`config.mk`:
```
export PLATFORM = sky130hd
export DESIGN_NAME = rate_monotonic_task_picker
export DESIGN_NICKNAME = d
export VERILOG_FILES = /design/src/sv/rmtp_pkg.sv /design/src/sv/rmtp_dpath.sv /design/src/sv/rmtp_ctrl.sv /design/src/sv/rate_monotonic_task_picker.sv
export SDC_FILE = /design/constraint.sdc
export NUM_CORES = 2
export LEC_CHECK = 0
export BUFFER_PORTS_ARGS = -buffer_cell sky130_fd_sc_hd__buf_2
export CORE_MARGIN = 2
export CORE_UTILIZATION = 55
export CTS_CLUSTER_DIAMETER = 30
export DETAILED_ROUTE_END_ITERATION = 10
export PLACE_DENSITY = 0.67
export SLEW_MARGIN = 10
export SYNTH_ARGS = -nofsm -noshare
export SYNTH_HDL_FRONTEND = slang
export SYNTH_SLANG_ARGS = --single-unit
```
`constraint.sdc`:
```
create_clock -name clk_i -period 10.2 [get_ports clk_i]
set_clock_uncertainty 0.2 [all_clocks]
set_input_delay 2.04 -clock clk_i [delete_from_list [all_inputs] [get_ports clk_i]]
set_output_delay 2.04 -clock clk_i [all_outputs]
set_load 0.005 [all_outputs]
```
`src/sv/rmtp_pkg.sv`:
```
`timescale 1ns / 1ps

package rmtp_pkg;

  // Table size used when the top level is not given one.
  localparam int MaxTasksDef = 16;

  // Configuration port.
  localparam int CfgDataW = 5;
  localparam int CfgIdxW  = 1;
  localparam logic [CfgIdxW-1:0] REG_TASK_COUNT = 1'd0;
  localparam logic [CfgIdxW-1:0] REG_IDLE_TASK  = 1'd1;

  // Operation codes of an input item.
  localparam logic [2:0] OP_LOAD     = 3'd0;
  localparam logic [2:0] OP_TICK     = 3'd1;
  localparam logic [2:0] OP_SET      = 3'd2;
  localparam logic [2:0] OP_WAKE_REQ = 3'd3;
  localparam logic [2:0] OP_WAIT_REQ = 3'd4;

  // Task state codes.
  localparam logic [1:0] ST_OTHER   = 2'd0;
  localparam logic [1:0] ST_READY   = 2'd1;
  localparam logic [1:0] ST_RUNNING = 2'd2;
  localparam logic [1:0] ST_WAIT    = 2'd3;

  typedef struct packed {
    logic [2:0]  opcode;
    logic [3:0]  task_index;
    logic [15:0] period;
    logic [15:0] deadline;
    logic [1:0]  new_state;
    logic [15:0] wait_ticks;
    logic [3:0]  current_task;
    logic [31:0] now;
  } in_item_t;

  typedef struct packed {
    logic [3:0] chosen_idx;
    logic       is_idle;
  } out_item_t;

  // Datapath steps issued by the controller.
  typedef enum logic [2:0] {
    STEP_NONE,
    STEP_CHG_RD,
    STEP_CHG_WR,
    STEP_SCAN,
    STEP_POST
  } step_e;

  typedef struct packed {
    logic  take;
    step_e step;
  } cmd_t;

  typedef struct packed {
    logic scan_done;
    logic out_free;
  } status_t;

endpackage

```
`src/sv/rmtp_dpath.sv`:
```
`timescale 1ns / 1ps

module rmtp_dpath #(
  parameter int MAX_TASKS = rmtp_pkg::MaxTasksDef
) (
  input  logic                              clk_i,
  input  logic                              rst_ni,
  input  rmtp_pkg::in_item_t                in_data_i,
  input  rmtp_pkg::cmd_t                    cmd_i,
  output rmtp_pkg::status_t                 status_o,
  input  logic                              out_stall_i,
  output logic                              out_valid_o,
  output rmtp_pkg::out_item_t               out_data_o,
  input  logic                              cfg_we_i,
  input  logic [rmtp_pkg::CfgIdxW-1:0]      cfg_idx_i,
  input  logic [rmtp_pkg::CfgDataW-1:0]     cfg_wdata_i
);

  localparam int IdxW = (MAX_TASKS > 1) ? $clog2(MAX_TASKS) : 1;
  localparam int CntW = $clog2(MAX_TASKS + 1);

  typedef struct packed {
    logic [15:0] period;
    logic [15:0] deadline;
    logic [15:0] quantum;
    logic [31:0] release_t;
  } entry_t;

  typedef struct packed {
    logic [1:0]  state;
    logic [15:0] timer;
  } sched_t;

  entry_t pd_mem [MAX_TASKS];
  sched_t st_mem [MAX_TASKS];

  entry_t              pd_rd_q;
  sched_t              st_rd_q;
  logic                stv_rd_q;
  logic [MAX_TASKS-1:0] st_vld_q, wake_q, wait_q;
  rmtp_pkg::in_item_t  item_q;
  logic [4:0]          task_count_q;
  logic [3:0]          idle_task_q;
  logic [CntW-1:0]     cnt_q;
  logic                ev_vld_q;
  logic [IdxW-1:0]     ev_idx_q;
  logic                found_q;
  logic [IdxW-1:0]     best_idx_q;
  logic [15:0]         best_per_q;
  logic                out_vld_q;
  rmtp_pkg::out_item_t out_q;

  logic [IdxW-1:0] in_idx, cur_idx, rd_addr;
  logic            in_ok, chg_skip, issue, ev_is_idle;
  logic [CntW-1:0] lim;
  logic            do_load, do_set;
  entry_t          chg_entry;
  logic [15:0]     q_dec;
  logic            refill;
  sched_t          ev_in, ev_out;
  logic            wk_clr, cand, better;

  // Addressing of the table.
  assign in_idx   = IdxW'(in_data_i.task_index);
  assign in_ok    = 32'(in_data_i.task_index) < MAX_TASKS;
  assign cur_idx  = IdxW'(item_q.current_task);
  assign chg_skip = (item_q.current_task == idle_task_q) ||
                    (32'(item_q.current_task) >= MAX_TASKS);
  assign lim      = (32'(task_count_q) < MAX_TASKS) ? CntW'(task_count_q)
                                                    : CntW'(MAX_TASKS);
  assign issue    = (cmd_i.step == rmtp_pkg::STEP_SCAN) && (cnt_q < lim);
  assign rd_addr  = (cmd_i.step == rmtp_pkg::STEP_CHG_RD) ? cur_idx : cnt_q[IdxW-1:0];
  assign do_load  = cmd_i.take && (in_data_i.opcode == rmtp_pkg::OP_LOAD) && in_ok;
  assign do_set   = cmd_i.take && (in_data_i.opcode == rmtp_pkg::OP_SET) && in_ok;
  assign ev_is_idle = 32'(ev_idx_q) == 32'(idle_task_q);

  // Charging of the task that ran: one unit off, refill on empty or on request.
  always_comb begin
    chg_entry = pd_rd_q;
    q_dec     = pd_rd_q.quantum - 16'd1;
    refill    = (q_dec == 16'd0) || wait_q[cur_idx];
    if (refill) begin
      chg_entry.release_t = pd_rd_q.release_t + 32'(pd_rd_q.period);
      chg_entry.quantum   = pd_rd_q.deadline;
    end else begin
      chg_entry.quantum = q_dec;
    end
  end

  // Wake handling and candidate test for the entry read in the cycle before.
  always_comb begin
    ev_in  = stv_rd_q ? st_rd_q : '0;
    ev_out = ev_in;
    wk_clr = 1'b0;
    if (ev_out.state == rmtp_pkg::ST_WAIT && wake_q[ev_idx_q]) begin
      ev_out.state = rmtp_pkg::ST_READY;
      wk_clr = 1'b1;
    end
    if (ev_out.state == rmtp_pkg::ST_WAIT && ev_out.timer != 16'd0) begin
      ev_out.timer = ev_out.timer - 16'd1;
      if (ev_out.timer == 16'd0) begin
        ev_out.state = rmtp_pkg::ST_READY;
      end
    end
    cand = ev_vld_q && !ev_is_idle && (pd_rd_q.release_t <= item_q.now) &&
           (ev_out.state == rmtp_pkg::ST_READY || ev_out.state == rmtp_pkg::ST_RUNNING);
    better = cand && (!found_q || pd_rd_q.period < best_per_q);
  end

  // Table memories: one write and one registered read per cycle each.
  always_ff @(posedge clk_i) begin
    if (do_load) begin
      pd_mem[in_idx] <= '{period: in_data_i.period, deadline: in_data_i.deadline,
                          quantum: in_data_i.deadline, release_t: 32'd1};
    end else if (cmd_i.step == rmtp_pkg::STEP_CHG_WR && !chg_skip) begin
      pd_mem[cur_idx] <= chg_entry;
    end
    if (do_set) begin
      st_mem[in_idx] <= '{state: in_data_i.new_state, timer: in_data_i.wait_ticks};
    end else if (ev_vld_q && !ev_is_idle) begin
      st_mem[ev_idx_q] <= ev_out;
    end
    pd_rd_q  <= pd_mem[rd_addr];
    st_rd_q  <= st_mem[rd_addr];
    stv_rd_q <= st_vld_q[rd_addr];
  end

  // Item register, scan progress and best candidate.
  always_ff @(posedge clk_i) begin
    if (cmd_i.take) begin
      item_q <= in_data_i;
    end
    if (cmd_i.step == rmtp_pkg::STEP_SCAN) begin
      ev_idx_q <= cnt_q[IdxW-1:0];
      if (better) begin
        best_idx_q <= ev_idx_q;
        best_per_q <= pd_rd_q.period;
      end
    end
    if (cmd_i.step == rmtp_pkg::STEP_POST) begin
      out_q.chosen_idx <= found_q ? 4'(best_idx_q) : idle_task_q;
      out_q.is_idle    <= !found_q;
    end
  end

  // Control state: flags, registers, counters and the result valid.
  always_ff @(posedge clk_i or negedge rst_ni) begin
    if (!rst_ni) begin
      st_vld_q     <= '0;
      wake_q       <= '0;
      wait_q       <= '0;
      task_count_q <= '0;
      idle_task_q  <= '0;
      cnt_q        <= '0;
      ev_vld_q     <= 1'b0;
      found_q      <= 1'b0;
      out_vld_q    <= 1'b0;
    end else begin
      if (cfg_we_i) begin
        if (cfg_idx_i == rmtp_pkg::REG_TASK_COUNT) begin
          task_count_q <= cfg_wdata_i;
        end else if (cfg_idx_i == rmtp_pkg::REG_IDLE_TASK) begin
          idle_task_q <= cfg_wdata_i[3:0];
        end
      end
      if (do_set) begin
        st_vld_q[in_idx] <= 1'b1;
      end else if (ev_vld_q && !ev_is_idle) begin
        st_vld_q[ev_idx_q] <= 1'b1;
      end
      if (cmd_i.take && in_ok && in_data_i.opcode == rmtp_pkg::OP_WAKE_REQ) begin
        wake_q[in_idx] <= 1'b1;
      end else if (ev_vld_q && !ev_is_idle && wk_clr) begin
        wake_q[ev_idx_q] <= 1'b0;
      end
      if (cmd_i.take && in_ok && in_data_i.opcode == rmtp_pkg::OP_WAIT_REQ) begin
        wait_q[in_idx] <= 1'b1;
      end else if (cmd_i.step == rmtp_pkg::STEP_CHG_WR && !chg_skip && refill) begin
        wait_q[cur_idx] <= 1'b0;
      end
      case (cmd_i.step)
        rmtp_pkg::STEP_CHG_RD: begin
          cnt_q    <= '0;
          ev_vld_q <= 1'b0;
          found_q  <= 1'b0;
        end
        rmtp_pkg::STEP_SCAN: begin
          if (issue) begin
            cnt_q <= cnt_q + CntW'(1);
          end
          ev_vld_q <= issue;
          if (better) begin
            found_q <= 1'b1;
          end
        end
        default: begin
          ev_vld_q <= 1'b0;
        end
      endcase
      if (cmd_i.step == rmtp_pkg::STEP_POST) begin
        out_vld_q <= 1'b1;
      end else if (!out_stall_i) begin
        out_vld_q <= 1'b0;
      end
    end
  end

  assign status_o.scan_done = (cnt_q >= lim) && !ev_vld_q;
  assign status_o.out_free  = !out_vld_q || !out_stall_i;
  assign out_valid_o = out_vld_q;
  assign out_data_o  = out_q;

endmodule

```
`src/sv/rmtp_ctrl.sv`:
```
`timescale 1ns / 1ps

module rmtp_ctrl (
  input  logic              clk_i,
  input  logic              rst_ni,
  input  logic              in_valid_i,
  input  logic [2:0]        in_opcode_i,
  output logic              in_stall_o,
  input  rmtp_pkg::status_t status_i,
  output rmtp_pkg::cmd_t    cmd_o
);

  typedef enum logic [2:0] {
    S_IDLE,
    S_CHG_RD,
    S_CHG_WR,
    S_SCAN,
    S_POST
  } state_e;

  state_e state_q;
  logic   accept;

  assign accept     = in_valid_i && (state_q == S_IDLE);
  assign in_stall_o = state_q != S_IDLE;

  // Step decode for the datapath.
  always_comb begin
    cmd_o.take = accept;
    case (state_q)
      S_CHG_RD: cmd_o.step = rmtp_pkg::STEP_CHG_RD;
      S_CHG_WR: cmd_o.step = rmtp_pkg::STEP_CHG_WR;
      S_SCAN:   cmd_o.step = rmtp_pkg::STEP_SCAN;
      S_POST:   cmd_o.step = status_i.out_free ? rmtp_pkg::STEP_POST
                                               : rmtp_pkg::STEP_NONE;
      default:  cmd_o.step = rmtp_pkg::STEP_NONE;
    endcase
  end

  // A tick runs charge, table scan and result; other items finish on transfer.
  always_ff @(posedge clk_i or negedge rst_ni) begin
    if (!rst_ni) begin
      state_q <= S_IDLE;
    end else begin
      case (state_q)
        S_IDLE: begin
          if (accept && in_opcode_i == rmtp_pkg::OP_TICK) begin
            state_q <= S_CHG_RD;
          end
        end
        S_CHG_RD: state_q <= S_CHG_WR;
        S_CHG_WR: state_q <= S_SCAN;
        S_SCAN: begin
          if (status_i.scan_done) begin
            state_q <= S_POST;
          end
        end
        S_POST: begin
          if (status_i.out_free) begin
            state_q <= S_IDLE;
          end
        end
        default: state_q <= S_IDLE;
      endcase
    end
  end

endmodule

```
`src/sv/rate_monotonic_task_picker.sv`:
```
`timescale 1ns / 1ps
// Channel  Direction  Handshake                 Payload
// in       input      in_valid_i / in_stall_o   rmtp_pkg::in_item_t
// out      output     out_valid_o / out_stall_i rmtp_pkg::out_item_t
// cfg      input      cfg_we_i                  cfg_idx_i, cfg_wdata_i
//
// Load, set-state and request items finish on transfer and do not stall the input.
// A tick runs the charge read-modify-write, then scans L = min(task_count, MAX_TASKS)
// table entries, one per cycle through the read port, finishes the last read and
// compare, and registers the result once the output register is free.
// Reset clears the control state, the state valid bits and the flags; there is
// no clearing pass. A waiting result is held in the output register while the
// next item is taken.

module rate_monotonic_task_picker #(
  parameter int MAX_TASKS = rmtp_pkg::MaxTasksDef
) (
  input  logic                          clk_i,
  input  logic                          rst_ni,
  input  logic                          in_valid_i,
  output logic                          in_stall_o,
  input  rmtp_pkg::in_item_t            in_data_i,
  output logic                          out_valid_o,
  input  logic                          out_stall_i,
  output rmtp_pkg::out_item_t           out_data_o,
  input  logic                          cfg_we_i,
  input  logic [rmtp_pkg::CfgIdxW-1:0]  cfg_idx_i,
  input  logic [rmtp_pkg::CfgDataW-1:0] cfg_wdata_i
);

  rmtp_pkg::cmd_t    cmd;
  rmtp_pkg::status_t status;

  rmtp_ctrl u_ctrl (
    .clk_i       (clk_i),
    .rst_ni      (rst_ni),
    .in_valid_i  (in_valid_i),
    .in_opcode_i (in_data_i.opcode),
    .in_stall_o  (in_stall_o),
    .status_i    (status),
    .cmd_o       (cmd)
  );

  rmtp_dpath #(
    .MAX_TASKS (MAX_TASKS)
  ) u_dpath (
    .clk_i       (clk_i),
    .rst_ni      (rst_ni),
    .in_data_i   (in_data_i),
    .cmd_i       (cmd),
    .status_o    (status),
    .out_stall_i (out_stall_i),
    .out_valid_o (out_valid_o),
    .out_data_o  (out_data_o),
    .cfg_we_i    (cfg_we_i),
    .cfg_idx_i   (cfg_idx_i),
    .cfg_wdata_i (cfg_wdata_i)
  );

  // A tick transfer keeps the input stalled while its work runs.
  assert property (@(posedge clk_i) disable iff (!rst_ni)
    (in_valid_i && !in_stall_o && in_data_i.opcode == rmtp_pkg::OP_TICK) |=> in_stall_o)
    else $error("tick did not start its sequence");

  // Any other transfer completes at once.
  assert property (@(posedge clk_i) disable iff (!rst_ni)
    (in_valid_i && !in_stall_o && in_data_i.opcode != rmtp_pkg::OP_TICK) |=> !in_stall_o)
    else $error("non-tick item held the input");

  // The datapath steps only run while the input is stalled.
  assert property (@(posedge clk_i) disable iff (!rst_ni)
    (cmd.step != rmtp_pkg::STEP_NONE) |-> in_stall_o)
    else $error("datapath step outside a tick");

endmodule

```
==> impl_results.rst <==
.. list-table::
   :header-rows: 1

   * - Metric
     - Value
   * - Starting Density
     - 55.35%
   * - Die Ht
     - 370.5 um
   * - Maximum fanout along the worst path
     - 50
   * - Nature of the critical path endpoint
     - flip-flop
   * - Share of the cycle needed by the critical path after routing
     - 50.17%
   * - Final wirelength
     - 191,300 um
   * - Share of the synthesized area in the top cell type
     - 66.38%
   * - Worst-skew pair later-pin latency
     - 0.94 ns
   * - RD Place Congestion
     - 0.8574
   * - Launching point of the worst reg2reg path
     - u_dpath.cur_idx[0]$_DFFE_PP_
   * - Nets in the synthesized netlist
     - 5,679
   * - Async set-reset flop share out of synthesis
     - 3.778%
   * - Die outline width
     - 370.5 um
   * - Max transition margin
     - 17.78%
   * - Iteration-0 DRC count of the detailed router
     - 5,158
   * - Antenna Violating Nets Remaining
     - 0
   * - Leading cell types in the layout, fill and taps excluded
     - edfxtp_1, nand2_1, a211oi_1
   * - Leak
     - 30.97 nW
   * - Detailed-route vias per instance
     - 6.205
   * - Worst-case register-to-register setup slack
     - 5.08 ns
   * - Die outline area
     - 137,300 um^2
   * - Most common library cell in the layout ignoring fill and taps
     - edfxtp_1
   * - Clock slew seen by the registers of the worst setup and hold paths
     - 0.04 ns
   * - Area inside the core boundary
     - 133,500 um^2
   * - Routed vias
     - 48,184
   * - Proportion of power drawn by the clock network
     - 38.1%
   * - Port bufs
     - 110
   * - Slew of the pin with the lowest slew margin
     - 1.233 ns
   * - Post-synthesis to final-layout area growth
     - 20.03%
   * - Total of cells resized after clock tree synthesis
     - 0
   * - Number of enable-type register cells in the synthesized netlist
     - 1,633
   * - Kind of start point of the critical path
     - flip-flop
   * - Met1 GRT Util
     - 39.52%
   * - Fraction of final layout cells with drive strength greater than 1
     - 15.14%
   * - Kind of critical path
     - reg2reg
   * - Internal power of the cells
     - 0.02029 W
   * - Grt total ovfl
     - 0
   * - Worst IR Drop VDD
     - 0.4058 mV
   * - Cell variety after synth
     - 81
   * - 1st-pass router iterations
     - 6
   * - Clock sink total
     - 1,800
   * - Post-route DRC violation count
     - 0
   * - Path depth of the worst reg2reg path
     - 8
   * - Combinational cell fraction of total power
     - 28.3%
   * - Share of the yosys chip area belonging to registers
     - 71.37%
   * - Setup violators final
     - 0
   * - Synth Register Bits
     - 1,800
   * - Power density cells
     - 347.6 nW/um^2
   * - Average instance area after synthesis
     - 13.43 um^2
   * - CTS tree
     - built
   * - Net switching fraction of the power
     - 34.18%
   * - Data required time at the worst endpoint
     - 10.52 ns
   * - Per-cell routed wire length
     - 24.64 um
   * - Most used flip-flop cell after synthesis
     - edfxtp_1
   * - Worst min path class
     - reg2reg
   * - MaxCap Viol Count
     - 0
   * - Cell at the root of the clock tree
     - clkbuf_16
   * - Met3 routing resource usage after global routing
     - 4.750%
   * - Cell types occupying the most area after synthesis
     - edfxtp_1, a211oi_1, nand2_1
   * - Antenna violations before repair
     - 7
   * - Number of primary I/O pins
     - 111
   * - Number of standard cells after synthesis
     - 5,500
   * - First-pass GRT wire length
     - 285,700 um
   * - Netlist Area Pre-Place
     - 73,870 um^2
   * - Most Used Layer, Global Route
     - met2
   * - Clock buffer depth
     - 4
   * - Post-layout minimum cycle time
     - 5.117 ns
   * - Highest attainable clock frequency
     - 0.1954 GHz
   * - Post-layout nets
     - 5,886
   * - Cell type with the largest total area after synthesis
     - edfxtp_1
   * - Hold Violations, Final
     - 0
   * - Switching power
     - 0.01053 W
   * - Crit Reg-Reg Endpoint
     - u_dpath.pd_mem[12][3]$_DFFE_PP_
   * - Launch point of the critical path
     - u_dpath.cur_idx[0]$_DFFE_PP_
   * - Setup repair after global routing missed its margin
     - no
   * - Detailed placement HPWL
     - 101,800 um
   * - GRT Overall Usage
     - 27.62%
   * - Met2 track demand over resource
     - 43.37%
   * - Number of CTS-inserted buffers
     - 362
   * - Number of max-slew violations in the final report
     - 0
   * - Run status
     - completed
   * - Arrival time at the worst endpoint
     - 5.44 ns
   * - Number of setup buffers added after CTS
     - 0
   * - Via count of the first global-routing pass
     - 46,496
   * - Flop pwr share
     - 33.5%
   * - Count of hold-fix buffers inserted at cts
     - 0
   * - Level count of the clock H-tree
     - 5
   * - Final-layout setup total negative slack
     - 0 ns
   * - Rows
     - 134
   * - Yosys warns
     - 0
   * - Worst setup path endpoint
     - u_dpath.pd_mem[12][3]$_DFFE_PP_
   * - Largest net degree at the start of global routing
     - 191
   * - Post-layout utilization of the core
     - 66.44%
   * - Overall power of the completed layout
     - 0.03082 W
==> cells by family after synthesis <==
logic type | after synthesis | synth area share, %
adders and majority gates | 75 | 1.280
DFF | 1800 | 71.37
AOI/OAI and AO/OA | 1392 | 12.99
xor gates and xnor gates | 36 | 0.4268
and+or+nand+nor | 1681 | 10.51
buffers and inverters | 462 | 2.522
muxes | 54 | 0.8977
==> power groups by stage <==
stage	clock [W]	combinational, W	sequential (W)
detailed placement	0	0.00860	0.0104
floorplan	0	0.00604	0.0102
global placement	0	0.00844	0.0104
finish	0.0118	0.00873	0.0103
global route	0.0122	0.00957	0.0104
CTS	0.0118	0.00868	0.0103
==> sequential cells by signal, summed over array words and instances (netlist names), 3 cells and up <==
signal,count
u_dpath.pd_mem,1280
u_dpath.st_mem,288
u_dpath.pd_rd_q,48
u_dpath.chg_entry,32
u_dpath.item_q,32
u_dpath.st_rd_q,18
u_dpath.best_per_q,16
u_dpath.st_vld_q,16
u_dpath.wait_q,16
u_dpath.wake_q,16
u_dpath.cnt_q,5
u_dpath.out_data_o,5
u_dpath.task_count_q,5
u_dpath.best_idx_q,4
u_dpath.cur_idx,4
u_dpath.ev_idx_q,4
u_dpath.idle_task_q,4
u_ctrl.state_q,3
==> cells in the mapped netlist, drive strengths merged (16+ instances only) <==
cell / instances
xor2: 16
xnor2: 20
nor2: 123
dfxtp: 99
nand2: 973
a21oi: 297
dfrtp: 68
inv: 73
a311oi: 199
o21ai: 61
buf: 101
mux2i: 28
nand4: 22
edfxtp: 1633
a211oi: 510
nand3: 26
clkbuf: 288
a31oi: 239
ha: 74
mux2: 18
and2: 403
nor3: 35
or2: 20
nor2b: 16
==> metrics by stage <==
step                worst slack [ns]  cells  area (um^2)  hold WS (ns)
global placement               4.349   7111        76410        0.2453
CTS                            5.140   7764        88660        0.2553
finish                         5.083   7765        88670        0.2584
global route                   4.940   7764        88670        0.2715
floorplan                      2.919   5500        73870        0.2244
detailed placement             4.288   7111        76410        0.2453
==> routing by layer <==
layer  routed length [um]  up-vias
met2                89970     2192
met1                80170    24117
met4                 4844        0
met5                    0        -
li1                     -    21487
met3                16360      388
==> critical path: stages, from the launching register on <==
cell and delay, ns:
edfxtp_1 0.60, xnor2_1 0.22, nand4_1 0.17, and3_2 0.76
buf_4 0.60, a21oi_1 0.42, nor2_4 0.19, buf_4 0.83
buf_4 0.68
==> final cells by class <==
| class | count | area (um^2) |
|---|---|---|
| Clock inverter | 207 | 2515 |
| Sequential cell | 1800 | 52720 |
| Fill cell | 9261 | 44790 |
| Timing Repair Buffer | 232 | 1642 |
| Tap cell | 1768 | 2212 |
| Clock buffer | 446 | 9733 |
| Inverter | 73 | 274.0 |
| Antenna cell | 1 | 2.502 |
| Multi-Input combinational cell | 3238 | 19570 |
==> how the worst min path moves through the flow <==
stage	from	endpoint	cells past startpoint
after CTS	u_dpath.st_vld_q[7]$_DFFE_PN0P_	u_dpath.st_vld_q[7]$_DFFE_PN0P_	1
after floorplan	u_dpath.ev_idx_q[2]$_DFFE_PP_	u_dpath.best_idx_q[2]$_DFFE_PP_	0
after global placement	u_dpath.st_vld_q[11]$_DFFE_PN0P_	u_dpath.st_vld_q[11]$_DFFE_PN0P_	1
after global routing	u_dpath.st_vld_q[11]$_DFFE_PN0P_	u_dpath.st_vld_q[11]$_DFFE_PN0P_	1
final	u_dpath.st_vld_q[7]$_DFFE_PN0P_	u_dpath.st_vld_q[7]$_DFFE_PN0P_	1
after detailed placement	u_dpath.st_vld_q[7]$_DFFE_PN0P_	u_dpath.st_vld_q[7]$_DFFE_PN0P_	1
Note: power is estimated with default switching activity, not from simulation.
